--- config.mk ---
export PLATFORM = sky130hd
export DESIGN_NAME = sd_spi_data_block_receiver
export DESIGN_NICKNAME = d
export VERILOG_FILES = /design/src/rtl/sdrx_pkg.sv /design/src/rtl/sdrx_front.sv /design/src/rtl/sdrx_queue.sv /design/src/rtl/sdrx_back.sv /design/src/rtl/sd_spi_data_block_receiver.sv
export VERILOG_INCLUDE_DIRS = /design/src /design/src/rtl
export SDC_FILE = /design/constraint.sdc
export NUM_CORES = 1
export LEC_CHECK = 0
export BUFFER_PORTS_ARGS = -buffer_cell sky130_fd_sc_hd__buf_2
export CELL_PAD_IN_SITES_DETAIL_PLACEMENT = 1
export CELL_PAD_IN_SITES_GLOBAL_PLACEMENT = 1
export CORE_MARGIN = 1
export CORE_UTILIZATION = 51
export CTS_CLUSTER_SIZE = 28
export DETAILED_ROUTE_END_ITERATION = 6
export PLACE_DENSITY = 0.82
export RECOVER_POWER = 50
export SLEW_MARGIN = 25
export SYNTH_ARGS = -nofsm -noshare
export SYNTH_HDL_FRONTEND = slang
export SYNTH_SLANG_ARGS = --single-unit
export TNS_END_PERCENT = 50
--- constraint.sdc ---
create_clock -name clk -period 10.8 [get_ports clk]
set_input_delay 1.62 -clock clk [delete_from_list [all_inputs] [get_ports clk]]
set_output_delay 1.62 -clock clk [all_outputs]
set_load 0.01 [all_outputs]
--- src/rtl/sd_spi_data_block_receiver_assert.svh ---
// ----------------------------------------------------------------------------
// Assertion macros for the SD SPI data block receiver.
// Concurrent checks clocked on the rising edge and held off during reset.
// ----------------------------------------------------------------------------
`ifndef SD_SPI_DATA_BLOCK_RECEIVER_ASSERT_SVH
`define SD_SPI_DATA_BLOCK_RECEIVER_ASSERT_SVH

// The consequent must hold in the same cycle as the antecedent.
`define SDRX_ASSERT_SAME(label, clk, rst_n, ante, cons, msg) \
	label: assert property (@(posedge clk) disable iff (!rst_n) (ante) |-> (cons)) \
		else $error(msg);

// The consequent must hold in the cycle after the antecedent.
`define SDRX_ASSERT_NEXT(label, clk, rst_n, ante, cons, msg) \
	label: assert property (@(posedge clk) disable iff (!rst_n) (ante) |=> (cons)) \
		else $error(msg);

`endif

--- src/rtl/sdrx_pkg.sv ---
// ----------------------------------------------------------------------------
// sdrx_pkg
// Types and constants shared by the SD SPI data block receiver modules.
// ----------------------------------------------------------------------------
package sdrx_pkg;

	localparam int unsigned FUNC_W = 2;
	localparam int unsigned BYTE_W = 8;
	localparam int unsigned LEN_W = 10;
	localparam int unsigned TICK_W = 16;
	localparam int unsigned CRC_W = 16;
	localparam int unsigned STATUS_W = 2;
	localparam int unsigned CFG_W = 16;
	localparam int unsigned CFG_IDX_W = 1;

	localparam int unsigned MAX_BLOCK = 512;
	localparam int unsigned LEN_MAX_CODE = (1 << LEN_W) - 1;
	localparam int unsigned LEN_CAP_INT = (MAX_BLOCK < LEN_MAX_CODE) ? MAX_BLOCK : LEN_MAX_CODE;
	localparam logic [LEN_W-1:0] LEN_CAP = LEN_W'(LEN_CAP_INT);

	localparam int unsigned QDEPTH = 2;

	localparam logic [FUNC_W-1:0] FUNC_START = 2'd0;
	localparam logic [FUNC_W-1:0] FUNC_BYTE = 2'd1;
	localparam logic [FUNC_W-1:0] FUNC_TICK = 2'd2;

	localparam logic [BYTE_W-1:0] START_TOKEN = 8'hFE;
	localparam logic [CRC_W-1:0] CRC_POLY = 16'h1021;
	localparam logic [TICK_W-1:0] TIMEOUT_RESET = 16'd200;

	localparam logic KIND_DATA = 1'b0;
	localparam logic KIND_STATUS = 1'b1;

	localparam logic [STATUS_W-1:0] ST_OK = 2'd0;
	localparam logic [STATUS_W-1:0] ST_TIMEOUT = 2'd1;
	localparam logic [STATUS_W-1:0] ST_CRC_BAD = 2'd2;

	localparam logic [CFG_IDX_W-1:0] REG_TOKEN_TIMEOUT = 1'd0;
	localparam logic [CFG_IDX_W-1:0] REG_VERIFY_CRC = 1'd1;

	typedef struct packed {
		logic [FUNC_W-1:0] func;
		logic [BYTE_W-1:0] rx_byte;
		logic [LEN_W-1:0] block_length;
	} sdrx_req_t;

	typedef struct packed {
		logic result_kind;
		logic [BYTE_W-1:0] data_byte;
		logic [STATUS_W-1:0] status;
	} sdrx_rsp_t;

	typedef enum logic [1:0] {
		OP_START,
		OP_BYTE,
		OP_TICK
	} sdrx_op_t;

	typedef struct packed {
		sdrx_op_t op;
		logic [BYTE_W-1:0] data;
		logic is_token;
		logic [LEN_W-1:0] len;
	} sdrx_cmd_t;

	typedef struct packed {
		logic valid;
		sdrx_cmd_t cmd;
	} sdrx_slot_t;

	typedef enum logic [2:0] {
		PH_IDLE,
		PH_WAIT,
		PH_DATA,
		PH_CRCH,
		PH_CRCL
	} sdrx_phase_t;

endpackage

--- src/rtl/sdrx_front.sv ---
// ----------------------------------------------------------------------------
// sdrx_front
// Accepts requests, decodes the function code and queues commands.
// ----------------------------------------------------------------------------
module sdrx_front #(
	parameter int unsigned MAX_BLOCK = sdrx_pkg::MAX_BLOCK
) (
	input  logic               req_valid,
	output logic               req_stall,
	input  sdrx_pkg::sdrx_req_t req,
	input  logic               queue_full,
	output sdrx_pkg::sdrx_slot_t push
);
	import sdrx_pkg::*;

	localparam int unsigned BLOCK_CAP_INT =
		(MAX_BLOCK < LEN_MAX_CODE) ? MAX_BLOCK : LEN_MAX_CODE;
	localparam logic [LEN_W-1:0] BLOCK_CAP = LEN_W'(BLOCK_CAP_INT);

	logic accept;
	logic known;
	sdrx_op_t op;

	assign req_stall = queue_full;
	assign accept = req_valid && !queue_full;

	always_comb begin
		known = 1'b1;
		op = OP_START;
		case (req.func)
			FUNC_START: begin
				op = OP_START;
			end
			FUNC_BYTE: begin
				op = OP_BYTE;
			end
			FUNC_TICK: begin
				op = OP_TICK;
			end
			default: begin
				known = 1'b0;
			end
		endcase
	end

	always_comb begin
		push.valid = accept && known;
		push.cmd.op = op;
		push.cmd.data = req.rx_byte;
		push.cmd.is_token = (req.rx_byte == START_TOKEN);
		push.cmd.len = (req.block_length > BLOCK_CAP) ? BLOCK_CAP : req.block_length;
	end

endmodule

--- src/rtl/sdrx_queue.sv ---
// ----------------------------------------------------------------------------
// sdrx_queue
// Short command queue between the front end and the back end.
// ----------------------------------------------------------------------------
module sdrx_queue (
	input  logic                clk,
	input  logic                arst_n,
	input  sdrx_pkg::sdrx_slot_t push,
	output logic                full,
	output sdrx_pkg::sdrx_slot_t head,
	input  logic                pop
);
	import sdrx_pkg::*;

	localparam int unsigned PTR_W = (QDEPTH > 1) ? $clog2(QDEPTH) : 1;
	localparam int unsigned CNT_W = $clog2(QDEPTH + 1);
	localparam logic [CNT_W-1:0] CNT_FULL = CNT_W'(QDEPTH);
	localparam logic [PTR_W-1:0] PTR_LAST = PTR_W'(QDEPTH - 1);

	sdrx_cmd_t slots_q [QDEPTH];
	logic [PTR_W-1:0] wr_ptr_q;
	logic [PTR_W-1:0] rd_ptr_q;
	logic [CNT_W-1:0] count_q;
	logic do_push;
	logic do_pop;

	assign full = (count_q == CNT_FULL);
	assign do_push = push.valid && !full;
	assign do_pop = pop && (count_q != '0);

	assign head.valid = (count_q != '0);
	assign head.cmd = slots_q[rd_ptr_q];

	always_ff @(posedge clk) begin
		if (do_push) begin
			slots_q[wr_ptr_q] <= push.cmd;
		end
	end

	always_ff @(posedge clk or negedge arst_n) begin
		if (!arst_n) begin
			wr_ptr_q <= '0;
			rd_ptr_q <= '0;
			count_q <= '0;
		end else begin
			if (do_push) begin
				wr_ptr_q <= (wr_ptr_q == PTR_LAST) ? '0 : wr_ptr_q + 1'b1;
			end
			if (do_pop) begin
				rd_ptr_q <= (rd_ptr_q == PTR_LAST) ? '0 : rd_ptr_q + 1'b1;
			end
			if (do_push && !do_pop) begin
				count_q <= count_q + 1'b1;
			end else if (do_pop && !do_push) begin
				count_q <= count_q - 1'b1;
			end
		end
	end

endmodule

--- src/rtl/sdrx_back.sv ---
// ----------------------------------------------------------------------------
// sdrx_back
// Block reception state machine, CRC16 update and registered response.
// ----------------------------------------------------------------------------
module sdrx_back #(
	parameter int unsigned MAX_BLOCK = sdrx_pkg::MAX_BLOCK
) (
	input  logic                clk,
	input  logic                arst_n,
	input  logic                cfg_we,
	input  logic [sdrx_pkg::CFG_IDX_W-1:0] cfg_index,
	input  logic [sdrx_pkg::CFG_W-1:0]     cfg_wdata,
	input  sdrx_pkg::sdrx_slot_t head,
	output logic                pop,
	output logic                rsp_valid,
	input  logic                rsp_stall,
	output sdrx_pkg::sdrx_rsp_t rsp
);
	import sdrx_pkg::*;

	localparam int unsigned BLOCK_CAP_INT =
		(MAX_BLOCK < LEN_MAX_CODE) ? MAX_BLOCK : LEN_MAX_CODE;
	localparam logic [LEN_W-1:0] BLOCK_CAP = LEN_W'(BLOCK_CAP_INT);

	function automatic logic [CRC_W-1:0] crc_byte(input logic [CRC_W-1:0] crc_in,
			input logic [BYTE_W-1:0] b);
		logic [CRC_W-1:0] c;
		c = crc_in ^ {b, {(CRC_W - BYTE_W){1'b0}}};
		for (int i = 0; i < BYTE_W; i++) begin
			c = c[CRC_W-1] ? ({c[CRC_W-2:0], 1'b0} ^ CRC_POLY) : {c[CRC_W-2:0], 1'b0};
		end
		return c;
	endfunction

	logic [TICK_W-1:0] token_timeout_q;
	logic verify_crc_q;

	sdrx_phase_t phase_q;
	sdrx_phase_t phase_d;
	logic [TICK_W-1:0] wait_ticks_q;
	logic [LEN_W-1:0] bytes_left_q;
	logic [CRC_W-1:0] running_crc_q;
	logic [BYTE_W-1:0] card_crc_high_q;

	logic rsp_valid_q;
	sdrx_rsp_t rsp_q;

	sdrx_cmd_t cmd;
	logic [TICK_W-1:0] ticks_inc;
	logic [TICK_W-1:0] limit;
	logic tick_hit;
	logic last_byte;
	logic crc_bad;
	logic [CRC_W-1:0] crc_next;
	logic res_fire;
	sdrx_rsp_t res_d;

	assign cmd = head.cmd;
	assign pop = head.valid && (!rsp_valid_q || !rsp_stall);

	assign ticks_inc = (wait_ticks_q == {TICK_W{1'b1}}) ? wait_ticks_q : wait_ticks_q + 1'b1;
	assign limit = (token_timeout_q == '0) ? TICK_W'(1) : token_timeout_q;
	assign tick_hit = (ticks_inc >= limit);
	assign last_byte = (bytes_left_q == LEN_W'(1));
	assign crc_next = crc_byte(running_crc_q, cmd.data);
	assign crc_bad = verify_crc_q && ({card_crc_high_q, cmd.data} != running_crc_q);

	always_comb begin
		phase_d = phase_q;
		if (pop) begin
			case (cmd.op)
				OP_START: begin
					phase_d = PH_WAIT;
				end
				OP_TICK: begin
					if (phase_q == PH_WAIT && tick_hit) begin
						phase_d = PH_IDLE;
					end
				end
				OP_BYTE: begin
					case (phase_q)
						PH_WAIT: begin
							if (cmd.is_token) begin
								phase_d = (bytes_left_q == '0) ? PH_CRCH : PH_DATA;
							end
						end
						PH_DATA: begin
							if (last_byte) begin
								phase_d = PH_CRCH;
							end
						end
						PH_CRCH: begin
							phase_d = PH_CRCL;
						end
						PH_CRCL: begin
							phase_d = PH_IDLE;
						end
						default: begin
							phase_d = phase_q;
						end
					endcase
				end
				default: begin
					phase_d = phase_q;
				end
			endcase
		end
	end

	always_comb begin
		res_fire = 1'b0;
		res_d.result_kind = KIND_STATUS;
		res_d.data_byte = '0;
		res_d.status = ST_OK;
		case (cmd.op)
			OP_TICK: begin
				if (phase_q == PH_WAIT && tick_hit) begin
					res_fire = 1'b1;
					res_d.status = ST_TIMEOUT;
				end
			end
			OP_BYTE: begin
				if (phase_q == PH_DATA) begin
					res_fire = 1'b1;
					res_d.result_kind = KIND_DATA;
					res_d.data_byte = cmd.data;
				end else if (phase_q == PH_CRCL) begin
					res_fire = 1'b1;
					res_d.status = crc_bad ? ST_CRC_BAD : ST_OK;
				end
			end
			default: begin
				res_fire = 1'b0;
			end
		endcase
	end

	always_ff @(posedge clk or negedge arst_n) begin
		if (!arst_n) begin
			token_timeout_q <= TIMEOUT_RESET;
			verify_crc_q <= 1'b0;
		end else if (cfg_we) begin
			case (cfg_index)
				REG_TOKEN_TIMEOUT: begin
					token_timeout_q <= cfg_wdata[TICK_W-1:0];
				end
				REG_VERIFY_CRC: begin
					verify_crc_q <= cfg_wdata[0];
				end
				default: begin
					verify_crc_q <= verify_crc_q;
				end
			endcase
		end
	end

	always_ff @(posedge clk or negedge arst_n) begin
		if (!arst_n) begin
			phase_q <= PH_IDLE;
			wait_ticks_q <= '0;
			bytes_left_q <= '0;
			running_crc_q <= '0;
			card_crc_high_q <= '0;
		end else begin
			phase_q <= phase_d;
			if (pop) begin
				case (cmd.op)
					OP_START: begin
						bytes_left_q <= cmd.len;
						wait_ticks_q <= '0;
						running_crc_q <= '0;
						card_crc_high_q <= '0;
					end
					OP_TICK: begin
						if (phase_q == PH_WAIT) begin
							wait_ticks_q <= ticks_inc;
						end
					end
					OP_BYTE: begin
						case (phase_q)
							PH_WAIT: begin
								if (cmd.is_token) begin
									running_crc_q <= '0;
								end
							end
							PH_DATA: begin
								running_crc_q <= crc_next;
								bytes_left_q <= bytes_left_q - 1'b1;
							end
							PH_CRCH: begin
								card_crc_high_q <= cmd.data;
							end
							default: begin
								card_crc_high_q <= card_crc_high_q;
							end
						endcase
					end
					default: begin
						wait_ticks_q <= wait_ticks_q;
					end
				endcase
			end
		end
	end

	always_ff @(posedge clk or negedge arst_n) begin
		if (!arst_n) begin
			rsp_valid_q <= 1'b0;
		end else if (pop && res_fire) begin
			rsp_valid_q <= 1'b1;
		end else if (!rsp_stall) begin
			rsp_valid_q <= 1'b0;
		end
	end

	always_ff @(posedge clk) begin
		if (pop && res_fire) begin
			rsp_q <= res_d;
		end
	end

	assign rsp_valid = rsp_valid_q;
	assign rsp = rsp_q;

	`include "sd_spi_data_block_receiver_assert.svh"

	`SDRX_ASSERT_SAME(a_data_has_bytes, clk, arst_n,
		phase_q == PH_DATA, bytes_left_q != '0,
		"Data phase entered with no bytes left.")
	`SDRX_ASSERT_SAME(a_len_capped, clk, arst_n,
		1'b1, bytes_left_q <= BLOCK_CAP,
		"Remaining byte count exceeds the block limit.")
	`SDRX_ASSERT_SAME(a_data_status_ok, clk, arst_n,
		rsp_valid_q && rsp_q.result_kind == KIND_DATA, rsp_q.status == ST_OK,
		"Data response carries a nonzero status.")
	`SDRX_ASSERT_NEXT(a_byte_gives_data, clk, arst_n,
		pop && cmd.op == OP_BYTE && phase_q == PH_DATA,
		rsp_valid_q && rsp_q.result_kind == KIND_DATA && rsp_q.data_byte == $past(cmd.data),
		"Data byte did not reach the response register.")

endmodule

--- src/rtl/sd_spi_data_block_receiver.sv ---
// ----------------------------------------------------------------------------
// sd_spi_data_block_receiver
// Receives one SD SPI data block, checks its CRC16 when enabled and reports a status.
// ----------------------------------------------------------------------------
// The receiver takes one request per clock cycle while req_stall is low and
// gives at most one response per request: each data byte of the block, then
// one final status (ok, start token timeout or CRC mismatch). A response
// passes through the two-entry command queue and then the response register.
// The sustained rate of one request per cycle holds while rsp_stall is low
// and is set by the back end, which updates the CRC16 over a whole byte at
// once. Configuration writes take effect at once and belong between blocks.
module sd_spi_data_block_receiver #(
	parameter int unsigned MAX_BLOCK = sdrx_pkg::MAX_BLOCK
) (
	input  logic                           clk,
	input  logic                           arst_n,
	input  logic                           cfg_we,
	input  logic [sdrx_pkg::CFG_IDX_W-1:0] cfg_index,
	input  logic [sdrx_pkg::CFG_W-1:0]     cfg_wdata,
	input  logic                           req_valid,
	output logic                           req_stall,
	input  sdrx_pkg::sdrx_req_t            req,
	output logic                           rsp_valid,
	input  logic                           rsp_stall,
	output sdrx_pkg::sdrx_rsp_t            rsp
);
	import sdrx_pkg::*;

	sdrx_slot_t push;
	sdrx_slot_t head;
	logic queue_full;
	logic pop;

	sdrx_front #(
		.MAX_BLOCK (MAX_BLOCK)
	) u_front (
		.req_valid  (req_valid),
		.req_stall  (req_stall),
		.req        (req),
		.queue_full (queue_full),
		.push       (push)
	);

	sdrx_queue u_queue (
		.clk    (clk),
		.arst_n (arst_n),
		.push   (push),
		.full   (queue_full),
		.head   (head),
		.pop    (pop)
	);

	sdrx_back #(
		.MAX_BLOCK (MAX_BLOCK)
	) u_back (
		.clk       (clk),
		.arst_n    (arst_n),
		.cfg_we    (cfg_we),
		.cfg_index (cfg_index),
		.cfg_wdata (cfg_wdata),
		.head      (head),
		.pop       (pop),
		.rsp_valid (rsp_valid),
		.rsp_stall (rsp_stall),
		.rsp       (rsp)
	);

endmodule
Yosys cells after proc, flatten, opt, wreduce, memory -nomap -nowiden. Memories as Yosys holds them, arrays and structs flattened. Index checks and enable logic that the tools add are counted.

Add/subtract/negate cells: 6. Multipliers: 0. Divide/modulo/power cells: 0. Magnitude comparators: 2. Eq/ne operators: 22. Shift operators: 0. Mux-type cells: 46. Bitwise logic cells: 10. Reduce and logical (&&, ||, !) cells: 34.

Operators by type and width (count): 2-to-1 mux 13 bit (8); one-hot mux 16 bit (2 select lines) (3); 2-to-1 mux 16 bit (4); inverter 3 bit (8); 2-to-1 mux 10 bit (2); one-hot mux 10 bit (2 select lines) (1); adder 16 x 1 -> 16 bit (second input constant) (1); equality test 16 bit (second input constant) (1); greater-or-equal comparator 16 bit (1); zero test 16 bit (1); inequality test 16 bit (1); one-hot mux 8 bit (2 select lines) (1); bitwise XOR 16 bit (1); 2-to-1 mux 1 bit (12); one-hot mux 3 bit (4 select lines) (1); equality test 10 x 1 -> 1 bit (second input constant) (1); greater-than comparator 10 bit (second input constant) (1); logical AND 1 bit (10); zero test 10 bit (1); 2-to-1 mux 2 bit (5); subtractor 10 x 1 -> 10 bit (second input constant) (1); 2-to-1 mux 3 bit (3); 2-to-1 mux 9 bit (1); one-hot mux 3 bit (3 select lines) (1); 28 further kinds (50).

Register bits: 86. Bits in latches: 0. Memory bits (writable): 42. ROM bits: 0. Bits of input ports: 42. Output and inout bits: 13. Word-level logic and storage cells: 135. Memories kept: 1.

Memory list: u_queue.slots_q (depth 2, width 21, read ports 1, clocked after memory_dff 0, write ports 1, line sdrx_queue.sv:20) `sdrx_cmd_t slots_q [QDEPTH];`.

Depth between registers and ports, before layout. Gate-level depths: netlist of the first run. An unclocked memory read counts as a cell.

Depth in word-level cells: 20. Depth in mapped cells: 14.

Modules after synthesis. Synthesis of the first run repeated with hierarchy kept, for this count alone.

Cell total of the unflattened synthesis: 637. Area, all modules: 6781.5 sq um.

By module, submodules not included: sdrx_back (instances 1, cells each 527, area an instance 4812.1 sq um); sdrx_queue (instances 1, cells each 84, area an instance 1799.2 sq um); sdrx_front (instances 1, cells each 26, area an instance 170.2 sq um).

Worst setup path before layout of the first run. Ideal clock, no wire load.

Path kind: reg2reg. Start: register u_back.wait_ticks_q[6]. End: register u_back.rsp_q (netlist bit u_back.rsp[0]) (enable). Arrival: 3.037 ns. Data required time: 10.443 ns. Slack: 7.407 ns. Stages on the path, launching flop included: 13. Path buffers: 1. Clock period less this slack: 3.393 ns. Path through: dfrtp_1 clkbuf_1 and4_1 nand3_1 o31ai_1 nor2_1 xor2_1 ha_1 nand4_1 nor2_1 a211oi_1 o41ai_1 a32o_1.

Word-level cells in the longest chain between the ends: 7. Elaborated cells between the ends (all ways): 8. Classes of those cells: 1 x add/sub; 1 x order compare; 1 x eq/ne; 3 x mux; 2 x reduce/logical.

RTL lines: start: declaration (line sdrx_back.sv:40) `logic [TICK_W-1:0] wait_ticks_q;`; start signal: assignment (line sdrx_back.sv:176) `wait_ticks_q <= ticks_inc;`; start signal: assignment (line sdrx_back.sv:199) `wait_ticks_q <= wait_ticks_q;`; adder 16 x 1 -> 16 bit / equality test 16 bit (equally long branches) (line sdrx_back.sv:61) `assign ticks_inc = (wait_ticks_q == {TICK_W{1'b1}}) ? wait_ticks_q : wait_ticks_q + 1'b1;`; 2-to-1 mux 16 bit (*) (line sdrx_back.sv:61); greater-or-equal comparator 16 bit (*) (line sdrx_back.sv:63) `assign tick_hit = (ticks_inc >= limit);`; logical AND 1 bit (*) (line sdrx_back.sv:117) `if (phase_q == PH_WAIT && tick_hit) begin`; 2-to-1 mux 1 bit (*) (line sdrx_back.sv:117); one-hot mux 1 bit (2 select lines) (*) (line sdrx_back.sv:115) `case (cmd.op)`; logical AND 1 bit (*) (line sdrx_back.sv:217) `if (pop && res_fire) begin`; end signal: assignment (line sdrx_back.sv:218) `rsp_q <= res_d;`; end: declaration (line sdrx_back.sv:46) `sdrx_rsp_t rsp_q;`.

Mark *: on every way between the ends. The rest lies on a longest branch, timed or not. A chain may end at the register's enable or synchronous reset.

==> results of run 1 <==
metal layers:
metal / GRT usage [%] / share of wire, %
met1: 31.94 / 43
met2: 46.30 / 51
met3: 6.747 / 3.3
met4: 10.48 / 2.1
met5: 0 / 0
kinds of logic after synthesis:
logic type / after synthesis
AOI/OAI and AO/OA: 131
buffers and inverters: 46
DFF: 128
and+or+nand+nor: 195
muxes: 27
adders and majority gates: 25
xor gates and xnor gates: 57
cells in the mapped netlist, types with 2 or more instances:
cell / count / area share (%)
nor2_1: 34 / 2.0
nor2b_1: 18 / 1.7
nand2b_1: 3 / 0.29
ha_1: 25 / 4.8
inv_1: 24 / 1.4
nor3_1: 7 / 0.54
o21ai_0: 11 / 0.85
edfxtp_1: 53 / 25
buf_1: 2 / 0.12
xor2_1: 27 / 3.6
dfstp_2: 3 / 1.2
mux2i_1: 9 / 1.4
nand3_1: 16 / 1.2
mux2_2: 13 / 2.3
o22ai_1: 8 / 0.77
o21ai_2: 2 / 0.27
xnor2_1: 30 / 4.0
nand3b_1: 2 / 0.23
inv_2: 2 / 0.12
nand2_1: 80 / 4.6
a211oi_1: 5 / 0.58
nand4_1: 6 / 0.58
buf_2: 5 / 0.39
mux2_4: 3 / 0.69
o21ai_1: 43 / 3.3
a22o_1: 5 / 0.67
o31ai_1: 12 / 1.4
a21oi_1: 26 / 2.0
nor3b_1: 5 / 0.58
a31oi_1: 10 / 0.96
and3_1: 4 / 0.39
clkbuf_1: 13 / 0.75
or4_1: 3 / 0.35
nor4_1: 8 / 0.77
dfrtp_1: 72 / 28
and2_1: 2 / 0.19
worst paths after layout:
path	startpoint	to	slack, ns	cells past startpoint
min in group asynchronous	arst_n	u_back.running_crc_q[14]	2.61	1
worst max-delay path	arst_n	u_queue.rd_ptr_q	5.57	1
max in group clk	u_back.wait_ticks_q[0]	u_back.rsp[4]	6.65	12
worst min-delay path	u_queue.wr_ptr_q	u_queue.wr_ptr_q	0.50	1
worst min register to register	u_queue.wr_ptr_q	u_queue.wr_ptr_q	0.50	1
worst max register to register	u_back.wait_ticks_q[0]	u_back.rsp[4]	6.65	12
layout make-up:
class	count	area (sq um)
clock buffer	18	429.2
clock inverter	14	108.9
fill	1357	4778
inverter	26	97.59
multi-input combinational	435	2838
sequential	128	3473
tap	168	210.2
timing repair buffer	57	276.5
registers in the layout, summed over array words and instances (netlist names):
signal / flops
u_back.running_crc_q: 16
u_queue.wr_ptr_q: 1
u_queue.count_q: 2
u_back.rsp: 11
u_back.card_crc_high_q: 8
u_back.phase_q: 3
u_back.bytes_left_q: 10
u_back.verify_crc_q: 1
u_queue.rd_ptr_q: 1
u_back.rsp_valid: 1
u_back.token_timeout_q: 16
u_queue.slots_q: 42
u_back.wait_ticks_q: 16
power by group:
part | internal, mW | switching, mW
clock | 0.296 | 0.232
combinational | 0.229 | 0.350
sequential | 0.608 | 0.0931
total | 1.13 | 0.675
per-stage QoR:
| stage | total power, mW | hold slack (ns) | std cells | setup WS, ns |
|---|---|---|---|---|
| 2_1_floorplan | 1.117 | 0.4603 | 609 | 7.407 |
| 6_report | 1.809 | 0.4969 | 846 | 5.575 |
| 3_5_place_dp | 1.276 | 0.4867 | 814 | 6.661 |
| 5_1_grt | 1.903 | 0.5341 | 846 | 4.648 |
| 3_3_place_gp | 1.237 | 0.4768 | 814 | 6.908 |
| 4_1_cts | 1.822 | 0.5029 | 846 | 6.632 |
worst register-to-register path: cells and delay by family (launching register included):
kind | cells | cell delay (ns)
DFF | 1 | 0.43
AOI/OAI and AO/OA | 4 | 1.93
xor gates and xnor gates | 1 | 0.18
adders and majority gates | 2 | 0.54
and+or+nand+nor | 5 | 0.72
cells in the final DEF (no fill, tap or decap), types with 12 or more instances in the layout:
master,count
o21ai_1,30
a21oi_1,27
xor2_1,27
dfrtp_1,71
buf_2,41
edfxtp_1,53
mux2_2,13
nor2b_1,18
inv_1,24
xnor2_1,30
nor2_1,34
o21ai_0,24
clkbuf_16,17
o31ai_1,12
nand3_1,16
clkbuf_1,14
nand2_1,80
ha_1,25
==> results.json, run 1 <==
{
  "final_net_count": 732,
  "placed_area_sq_um": 6919,
  "final-hold-violation-count": 0,
  "hpwl_mm": 10.81,
  "synth-warning-count": 0,
  "cts_tree": "done",
  "io-pin-count": 55,
  "initialDrtViolationCount": 192,
  "relSlewSlack_pct": -172.9,
  "tritoncts.num_buffers": 17,
  "timing.critical_path.slowest_stage_cell": "clkbuf_1",
  "crit_end_category": "asynchronous set/reset pin",
  "required_ns": 10.06,
  "main_combinational_cell_family_by_area_after_synthesis": "simple AND/OR/NAND/NOR gates",
  "tritoncts_num_sinks": 128,
  "bufs_and_invs_on_worst_path": 1,
  "yosys_register_bits": 128,
  "cts.hold.buffers_added": 0,
  "cellPowerDensity_nw_per_um2": 243.3,
  "timing_max_transition_violations_final": 108,
  "ys_dominant_reg_cell": "dfrtp_1",
  "antenna_found_initial": 0,
  "gr-usage-all-layers_pct": 26.68,
  "max-vdd-ir-drop_mv": 0.1691,
  "post-route-cell-area_sq_um": 7433,
  "numPortBuffers": 54,
  "syn-mean-instance-area_sq_um": 10.66,
  "antenna-diode-count": 0,
  "postRouteWirelength_mm": 16.12,
  "post_synth_num_cell_types": 54,
  "post_route_cells_drive_above_1_share_pct": 15.04,
  "ctsHtreeMaxLevel": 4,
  "fin_util_pct": 60.87,
  "post-cts-setup-buffer-count": 0,
  "power.static_leakage_nw": 3.163,
  "wire_length_of_the_first_global_routing_pass_mm": 26.16,
  "outcome": "finished, violations left",
  "finalClockSkew_ns": 0.005698,
  "start_util_pct": 53.17,
  "syn-num-nets": 676,
  "setup_viol": 0,
  "dieArea_sq_um": 13190,
  "grt_setup_unrepaired": "false",
  "yosys.area_share.simple_pct": 14.42,
  "post_synthesis_compound_gate_area_fraction_pct": 12.12,
  "ant_nets": 0,
  "cp_slowest_stage_delay_ns": 2.82,
  "synth_async_sr_flop_share_pct": 58.59,
  "grt_pass1_vias": 5171,
  "cp_cell_sequence": "clkbuf_1",
  "grt_max_degree": 76,
  "drc_errors_left": 0,
  "core_rows": 40,
  "synth.yosys.seq_area_share_pct": 53.48,
  "detail_route.wl_per_cell_um": 19.05,
  "post_synth_inst_count": 609,
  "grt_overflow": 0,
  "crit_arrival_ns": 4.49,
  "synth-adder-area-share_pct": 4.818,
  "p_r_area_growth_vs_syn_pct": 14.49,
  "drt_first_pass_iters": 5,
  "fraction_of_the_cycle_the_final_worst_path_needs_pct": 48.38,
  "criticalPathCategory": "in2async",
  "peak_freq_ghz": 0.1914,
  "timing.critical_path.from_type": "input port",
  "period_minus_slack_ns": 5.225,
  "floorplan.die.width_um": 114.8,
  "cts_resized": 0,
  "tightestPinTransition_ns": 4.094,
  "hold_class": "reg2reg",
  "total_negative_setup_slack_ns": 0,
  "via_count": 4844,
  "critical-path-top-delay-family": "buffers and inverters",
  "synth_edf_count": 53,
  "vias_per_cell": 5.726,
  "core_area_sq_um": 12210,
  "max-cap-violations": 2,
  "xor_and_xnor_area_share_after_synthesis_pct": 7.689,
  "fp.dieH_um": 114.8,
  "clk_latency_ns": 0.43,
  "critPathMaxFanout": 75,
  "syn_area_sq_um": 6492,
  "failing_checks": "capacitance limit, slew limit",
  "path_clk_slew_ns": 0.06,
  "ctsLongestPathBuffers": 2,
  "synth.mux.area_fraction_pct": 4.722,
  "ctsRootBufferMaster": "clkbuf_16",
  "gpl.final_weighted_congestion": 0.8996
}
Note: power is estimated with default switching activity, not from simulation.
==> inputs of run 2 (changes only) <==
--- a/config.mk
+++ b/config.mk
@@ -6,14 +6,15 @@
 export SDC_FILE = /design/constraint.sdc
 export NUM_CORES = 1
 export LEC_CHECK = 0
+export ABC_AREA = 1
 export BUFFER_PORTS_ARGS = -buffer_cell sky130_fd_sc_hd__buf_2
 export CELL_PAD_IN_SITES_DETAIL_PLACEMENT = 1
 export CELL_PAD_IN_SITES_GLOBAL_PLACEMENT = 1
 export CORE_MARGIN = 1
-export CORE_UTILIZATION = 51
+export CORE_UTILIZATION = 42
 export CTS_CLUSTER_SIZE = 28
 export DETAILED_ROUTE_END_ITERATION = 6
-export PLACE_DENSITY = 0.82
+export PLACE_DENSITY = 0.74
 export RECOVER_POWER = 50
 export SLEW_MARGIN = 25
 export SYNTH_ARGS = -nofsm -noshare
==> constraint.sdc (replaced) <==
create_clock -name clk -period 4.4 [get_ports clk]
set_input_delay 0.66 -clock clk [delete_from_list [all_inputs] [get_ports clk]]
set_output_delay 0.66 -clock clk [all_outputs]
set_load 0.01 [all_outputs]
==> results.json, run 2 <==
{
  "gr-usage-all-layers_pct": 22.73,
  "switching_share_pct": 40.55,
  "timing.critical_path.slowest_stage_cell": "dfrtp_1",
  "n_fill_cell": 1910,
  "power_switching_mw": 1.964,
  "timing.critical_path.from_type": "register",
  "crit_arrival_ns": 3.50,
  "wire_length_of_the_first_global_routing_pass_mm": 29.30,
  "cp_slowest_stage_delay_ns": 0.43,
  "grt_setup_unrepaired": "false",
  "cts_resized": 0,
  "synthMostInstantiatedCell": "nand2_1",
  "synth-warning-count": 0,
  "post_synth_inst_count": 784,
  "post_synth_main_area_contributors": "dfrtp_1 26%, edfxtp_1 23%, nand2_1 8.0%, inv_1 6.2%, nor2_1 5.5%",
  "grt_max_degree": 76,
  "path_clk_slew_ns": 0.06,
  "timing_max_transition_violations_final": 76,
  "numPortBuffers": 54,
  "largest_reg_flops": 42,
  "syn-mean-instance-area_sq_um": 8.806,
  "intPower_mw": 2.879,
  "critPathMaxFanout": 11,
  "critical-path-top-cell-by-count": "nand2_1",
  "post_route_cells_drive_above_1_share_pct": 13.14,
  "post-route-cell-area_sq_um": 7954,
  "bufs_and_invs_on_worst_path": 2,
  "yosys.area.top_type": "dfrtp_1",
  "multi_input_comb_area_sq_um": 2904,
  "antenna-diode-count": 0,
  "setup_viol": 0,
  "max-cap-violations": 1,
  "synth_top_cells_by_count": "147 x nand2_1, 114 x inv_1, 102 x nor2_1, 72 x dfrtp_1, 53 x edfxtp_1",
  "detail_route.wl_per_cell_um": 16.35,
  "crit_cells": 21,
  "required_ns": 4.49,
  "tightestPinTransition_ns": 1.935,
  "criticalPathCategory": "reg2reg",
  "drt_first_pass_iters": 4,
  "peak_freq_ghz": 0.2937,
  "ctsHtreeMaxLevel": 4,
  "layout_common_cells": "147 x nand2_1, 114 x inv_1, 102 x nor2_1",
  "grt_pass1_vias": 5910,
  "core_area_sq_um": 15940,
  "fin_util_pct": 49.89,
  "failing_checks": "capacitance limit, slew limit",
  "sequential_cell_area_sq_um": 3472,
  "cts.hold.buffers_added": 0,
  "outcome": "finished, violations left",
  "floorplan.die.width_um": 130.2,
  "vias_per_cell": 5.158,
  "worst-r2r-cell-count": 21,
  "synth_async_sr_flop_share_pct": 58.59,
  "final_net_count": 914,
  "postRouteWirelength_mm": 17.59,
  "ys_dominant_reg_cell": "dfrtp_1",
  "power.combinational.fraction_pct": 37.7,
  "crit_end_category": "register",
  "fraction_of_the_cycle_the_final_worst_path_needs_pct": 77.39,
  "tritoncts.num_buffers": 17,
  "synth_edf_count": 53,
  "synth.yosys.seq_area_share_pct": 50.29,
  "clk_latency_ns": 0.43,
  "hpwl_mm": 13.07,
  "yosys_register_bits": 128,
  "total_negative_setup_slack_ns": 0,
  "max-vdd-ir-drop_mv": 0.3676,
  "p_r_area_growth_vs_syn_pct": 15.20,
  "ant_nets": 0,
  "post-cts-setup-buffer-count": 0,
  "cp_cell_sequence": "ha_1 > nand3_1 > nor2_1 > nand4_1 > nor2_2 > inv_2 > nand2_1 > o21ai_2 > ha_1 > nand2_1 > nand2_1 > nand2_1 > nand2_1 > nand2_1 > nand2_1 > nand2_1 > nand2_1 > nand3_1 > nand2_1 > nand2_1 > inv_1",
  "hold_class": "in2reg",
  "gpl.final_weighted_congestion": 0.8706,
  "cts_tree": "done",
  "ctsLongestPathBuffers": 2,
  "synth_top_area_share_pct": 26.10,
  "worst_hold_margin_ns": 0.4636,
  "post_synth_num_cell_types": 43,
  "tritoncts_num_sinks": 128,
  "mostFrequentLayoutCell": "nand2_1",
  "syn_area_sq_um": 6904,
  "drc_errors_left": 0,
  "pwr-share-seq_pct": 34.2,
  "power.static_leakage_nw": 3.667,
  "cellPowerDensity_nw_per_um2": 609.0,
  "critical-path-top-delay-family": "simple AND/OR/NAND/NOR gates",
  "final-hold-violation-count": 0,
  "pwr-share-clk_pct": 28.0,
  "period_minus_slack_ns": 3.405,
  "grt_overflow": 0,
  "io-pin-count": 55,
  "antenna_found_initial": 0,
  "relSlewSlack_pct": -29.01,
  "dieArea_sq_um": 16950,
  "ctsRootBufferMaster": "clkbuf_16",
  "holdPathStages": 1,
  "start_util_pct": 43.31,
  "regMostFlops": "u_queue.slots_q",
  "fp.dieH_um": 130.2,
  "finalClockSkew_ns": 0.01631,
  "syn-num-nets": 851,
  "initialDrtViolationCount": 254,
  "core_rows": 46,
  "placed_area_sq_um": 7416,
  "via_count": 5550
}
[run 2: cells by family after synthesis]
group / after synthesis / synth area share, %
simple gates: 327 / 20.21
buf+inv: 135 / 7.630
compound gates: 130 / 11.04
flops: 128 / 50.29
xor+xnor: 39 / 6.307
fa+ha+maj: 25 / 4.531
[run 2: final timing paths]
check / slack, ns / end / start
hold / removal: 0.46 / u_queue.slots_q[1][16] / req[15]
max in group asynchronous: 2.48 / u_back.wait_ticks_q[13] / arst_n
setup reg to reg: 0.99 / u_back.rsp[6] / u_back.wait_ticks_q[0]
hold reg to reg: 0.50 / u_back.token_timeout_q[6] / u_back.token_timeout_q[6]
setup / recovery: 0.99 / u_back.rsp[6] / u_back.wait_ticks_q[0]
min in group asynchronous: 0.75 / u_back.wait_ticks_q[7] / arst_n
[run 2: area by class of cell]
type,count,share of cell area (%)
sequential,128,43.65
clock buffer,17,5.348
multi-input combinational,521,36.51
clock inverter,15,1.730
tap,216,3.398
timing repair buffer,61,3.791
inverter,118,5.569
[run 2: power groups by stage]
stage | clock, mW | combinational [mW] | sequential (mW)
floorplan | 0 | 1.36 | 1.63
global placement | 0 | 1.75 | 1.67
detailed placement | 0 | 1.83 | 1.68
CTS | 1.38 | 1.84 | 1.66
global route | 1.42 | 2.06 | 1.68
finish | 1.36 | 1.83 | 1.66
[run 2: metal layers]
metal | wire [um] | GRT usage, %
met4 | 268 | 8.618
met1 | 7935 | 28.93
met3 | 736 | 4.756
met2 | 8652 | 37.95
met5 | 0 | 0
[run 2: stage by stage]
| stage | instances | power, mW | setup slack, ns |
|---|---|---|---|
| final | 1076 | 4.844 | 0.9947 |
| after floorplan | 784 | 2.992 | 1.568 |
| after CTS | 1076 | 4.885 | 0.9886 |
| after global placement | 1044 | 3.414 | 1.200 |
| after global routing | 1076 | 5.168 | 0.6319 |
| after detailed placement | 1044 | 3.506 | 1.001 |
